==> src/hdl/htfv_divider.sv <==
// Restoring divider, one quotient bit per cycle, for hash modulo and element scaling.
// No package dependencies.
module htfv_divider #(
   parameter int NUM_W = 41,
   parameter int DEN_W = 32
) (
   input  logic             clock,
   input  logic             reset,
   input  logic             start,
   input  logic [NUM_W-1:0] numerator,
   input  logic [DEN_W-1:0] denominator,
   output logic             busy,
   output logic [NUM_W-1:0] quotient,
   output logic [DEN_W-1:0] remainder
);

   localparam int CNT_W = $clog2(NUM_W + 1);

   logic [CNT_W-1:0] cnt_ff;
   logic [NUM_W-1:0] num_ff;
   logic [DEN_W-1:0] rem_ff;
   logic [DEN_W-1:0] den_ff;
   logic [DEN_W:0]   trial;
   logic [DEN_W:0]   diff;
   logic             fits;

   always_comb begin
      trial = {rem_ff, num_ff[NUM_W-1]};
      diff  = trial - {1'b0, den_ff};
      fits  = trial >= {1'b0, den_ff};
   end

   always_ff @(posedge clock) begin
      if (reset) begin
         cnt_ff <= '0;
      end else if (start) begin
         cnt_ff <= CNT_W'(NUM_W);
      end else if (cnt_ff != '0) begin
         cnt_ff <= cnt_ff - 1'b1;
      end
   end

   always_ff @(posedge clock) begin
      if (start) begin
         num_ff <= numerator;
         rem_ff <= '0;
         den_ff <= denominator;
      end else if (cnt_ff != '0) begin
         rem_ff <= fits ? diff[DEN_W-1:0] : trial[DEN_W-1:0];
         num_ff <= {num_ff[NUM_W-2:0], fits};
      end
   end

   assign busy      = cnt_ff != '0;
   assign quotient  = num_ff;
   assign remainder = rem_ff;

endmodule

==> config.mk <==
export PLATFORM = sky130hd
export DESIGN_NAME = htfv_divider
export DESIGN_NICKNAME = d
export VERILOG_FILES = /design/src/hdl/htfv_divider.sv
export SDC_FILE = /design/constraint.sdc
export NUM_CORES = 1
export LEC_CHECK = 0
export BUFFER_PORTS_ARGS = -buffer_cell sky130_fd_sc_hd__buf_2
export CAP_MARGIN = 20
export CORE_MARGIN = 10
export CORE_UTILIZATION = 45
export DETAILED_ROUTE_END_ITERATION = 10
export PLACE_DENSITY = 0.74
export SLEW_MARGIN = 10
export SYNTH_ARGS = -nofsm -noshare
export SYNTH_HDL_FRONTEND = slang
export SYNTH_SLANG_ARGS = --single-unit
==> constraint.sdc <==
create_clock -name clock -period 2.7 [get_ports clock]
set_input_delay 0.675 -clock clock [delete_from_list [all_inputs] [get_ports clock]]
set_output_delay 0.675 -clock clock [all_outputs]
set_load 0.005 [all_outputs]
# == Word level (Yosys, flattened, before mapping) ==
# Cells that the tools add are included.
# totals
register_bits,111
inputBits,76
out_inout_bits,74
word_cells,16
# classes
add_sub_neg,2
magnitude_cmp,1
n_mux,5
n_reduce_logical,3
# op_table
op,count
$mux 41,2
$ge 33x32->1,1
$mux 32,1
$sub 32x32->32,1
$mux 6,2
$reduce_bool 6->1,1
$sub 6x1->6 const B,1
$reduce_bool 2->1,1
$reduce_or 2->1,1

# == Depth between registers and ports, before layout ==
# depth
word_depth,3
ltp_mapped,13
ltp_nobuf,12

# == Worst setup path before layout ==
# Ideal clock, no wire load.
# synth_timing
path_kind,reg-to-reg
start,register rem_ff[20] (netlist: remainder[20])
end,register rem_ff[19] (netlist: remainder[19])
arrival_ns,2.369
t_required_ns,2.565
setup_slack_ns,0.196
stages_incl_launch_ff,13
n_path_buf,2
synth_period_minus_slack_ns,2.504
cell_sequence,dfxtp_1 -> ha_1 -> buf_2 -> nand4_2 -> or4_4 -> nor3_2 -> o221ai_2 -> nand3_2 -> a21boi_4 -> buf_6 -> and3_1 -> a21oi_1 -> o22ai_1
# synth_between
elab_chain_cells,2
# synth_rtl
item,line_no,text
from (decl),21,logic [DEN_W-1:0] rem_ff;
from (signal assigned),49,rem_ff <= fits ? diff[DEN_W-1:0] : trial[DEN_W-1:0];
$ge 33x32->1,30,"fits = trial >= {1'b0, den_ff};"
$mux 32,49,
# No other way between the ends.
# A chain may end at the register's enable or synchronous reset.

# == Worst setup path in the final report ==
# layout_timing
start,register den_ff[14]
end,register rem_ff[15] (netlist: remainder[15])
# layout_between
elab_chain_cells,2
word_cells_on_any_way,3
cone_classes,add/sub (1); order compare (1); mux (1)
# layout_rtl
item,line_no,text
from (decl),22,logic [DEN_W-1:0] den_ff;
from (signal assigned),47,den_ff <= denominator;
$sub 32x32->32 / $ge 33x32->1 (equally long branches),"29, 30",
$mux 32 *,49,
# Every way passes the cells marked *; elsewhere a longest branch is shown, timed or not.

==> run summary <==
outcome = finished, final reports clean
slew margin rel. = 46.06%
row count = 43
synth cell count leaders = 73 x edfxtp_1, 46 x inv_1, 42 x a21oi_1
Yosys reg bits = 111
Slew Viols, Final = 0
DRT iter0 DRCs = 360
layout cell share with drive strength beyond 1 = 42.34%
synthesized area = 0.006253 mm²
Placer Congestion = 0.9139
Hold WS = 0.4758 ns
grt met2 use = 30.77%
CP max stage delay = 0.56 ns
Worst-Skew Late Latency = 0.37 ns
cell accounting for the most synthesized area = edfxtp_1
CP Buf/Inv Count = 3
Starting Density = 45.40%
Sum Neg Setup Slack = 0 ns
met1 Use GR = 22.27%
IO Port Bufs = 149
Final ANT Viol Nets = 0
WP data arrival = 2.89 ns
RSZ-0062 raised after global routing = yes
Gate Count Post-Synth = 584
vias per std cell = 5.460
die area = 0.01901 mm²
FMAX = 378.0 MHz
overall die height = 137.9 µm
Top Usage Layer GRT = met2
DP Wirelength = 13.59 mm
wire per inst = 18.42 µm
Post-synth EDFFs = 73
max cap viols = 0
I/O pins = 150
CP max-delay cell = or4_4
minimum clock period = 2.645 ns
First-pass DRT Iterations = 4
most common cell in the netlist = edfxtp_1
leakage = 0.003847 µW
Tightest Pin Transition = 0.8061 ns
Final Hold Vio Count = 0
crit path cell chain = inv_1 -> ha_4 -> nand4_1 -> or4_4 -> nor3_4 -> o221ai_2 -> nand3_2 -> a21boi_4 -> buf_6 -> clkbuf_16 -> a21oi_1 -> o21ai_1 -> o211a_1
min-delay src = denominator[28]
core area = 0.01377 mm²
asr flop ratio synth = 0%
Primary FF master, synth = edfxtp_1
r2r setup slk = 0.05 ns
via count = 5329
Hold Path Class = in -> reg
total CTS buffers = 9
Mapped Nets = 695
reg2reg start = den_ff[14]
largest net degree at the start of global routing = 42
Seq/Total Area, Yosys = 47.22%
DRT Wirelength = 17.98 mm
share of the synthesized area in the top cell type = 35.05%
met3 Use GR = 6.232%
Final Cycle Share = 97.98%
# DRC = 0
Crit path max-delay family = simple AND/OR/NAND/NOR gates
Crit. End Element = flip-flop
GR Overflow Total = 0
WP data required = 2.95 ns
critical path class = reg -> reg
Clock Root Buffer = clkbuf_16
Layout Nets = 902
Final Skew = 0.01724 ns
Antenna diodes = 0
initial antenna violation count = 0
Final setup viols = 0
Cell Pwr Density = 698.7 mW/mm²
Synth Area per Inst = 10.71 µm²
Setup crit start kind = flip-flop
Area Overhead vs Synth = 31.43%
CP Max Fanout = 7
synth top area cells = edfxtp_1 35%, dfxtp_1 12%, mux2_2 7.2%, ha_1 6.8%, a21oi_1 3.4%
number of global-route vias before repair = 5563
CP startpoint = den_ff[14]
clock sink count = 111
post-layout util = 59.67%
GRT Total Usage = 18.45%
clock-pin slew on the worst setup and hold paths = 0.09 ns
CTS tree = done
CTS Buffer Depth = 2
count of different cell masters after synthesis = 55
global-route wire length before repair = 28.16 mm
yosys warns = 0
VDD IR-drop max = 0.4043 mV
die span in x = 137.9 µm
H-tree levels = 3
[layout by cell type, fill, tap and decap left out, types with 5 or more instances in the layout]
cell type and count:
buf_4 70, a21o_1 17, nand2_1 23, o21ai_1 18, o22ai_1 9, buf_2 148
xnor2_1 18, o21a_1 5, mux2_2 40, nor3_2 5, clkbuf_16 10, o21bai_1 5
o211a_1 6, xor2_1 14, edfxtp_1 73, nand3_1 10, inv_1 45, ha_4 6
o21ai_0 11, nor2_1 36, a21oi_1 35, nand4_1 5, a21oi_2 13, a211oi_1 6
nor3_1 16, dfxtp_1 37, ha_1 27, and3_1 12, a211oi_2 8
[repair_timing]
| action | CTS | global route |
|---|---|---|
| hold buffers | 0 | 0 |
| setup endpoints to repair | 5 | 32 |
| buffers inserted | 3 | 7 |
| resized for setup | 11 | 30 |
| gates cloned | 0 | 3 |
| pin swaps | 11 | 20 |
[final timing paths]
path                    to  depth (start not counted)
max reg2reg  remainder[15]                         13
max          remainder[15]                         13
min             den_ff[28]                          1
min reg2reg  remainder[29]                          2
[logic make-up (layout without fill, tap and decap cells)]
logic type / after synthesis / count (layout) / share of synthesized area (%)
AOI/OAI and AO/OA: 165 / 165 / 18.25
muxes: 41 / 41 / 7.363
xor gates and xnor gates: 32 / 32 / 4.482
adders and majority gates: 35 / 35 / 7.123
DFF: 111 / 111 / 47.22
buffers and inverters: 75 / 286 / 5.222
and+or+nand+nor: 125 / 126 / 10.34
[metrics by stage]
step	std cells	instance area (µm²)	power (µW)	worst slack, ns
6_report	976	8219	5743	0.05463
4_1_cts	967	7969	5627	-0.03836
2_1_floorplan	584	6254	3402	0.1955
3_3_place_gp	949	7586	4139	-0.1273
3_5_place_dp	949	7586	4194	-0.1603
5_1_grt	976	8219	6071	-0.06282
[cell type report]
type                       instances  area, µm²
clock inverter                     7      86.33
inverter                          46      172.7
multi-input combinational        399       3191
timing repair buffer             224       1365
fill                            1154       5554
clock buffer                       9      225.2
tap                              180      225.2
sequential                       111       2954
[report_power, final]
part / internal (µW) / switching [µW]
Clock: 674 / 724
Sequential: 2080 / 160
Combinational: 1010 / 1100
[layer usage]
layer,vias up,routed length [µm],share of wire [%]
li1,2570,-,-
met5,-,0,0
met4,0,434,2.4
met1,2576,7466,42
met3,27,1337,7.4
met2,156,8739,49
[flip-flops by register name (all words and copies together) (netlist names)]
name       cells
cnt_ff         6
remainder     32
den_ff        32
quotient      41
No activity file was read; power rests on OpenSTA's default activity.
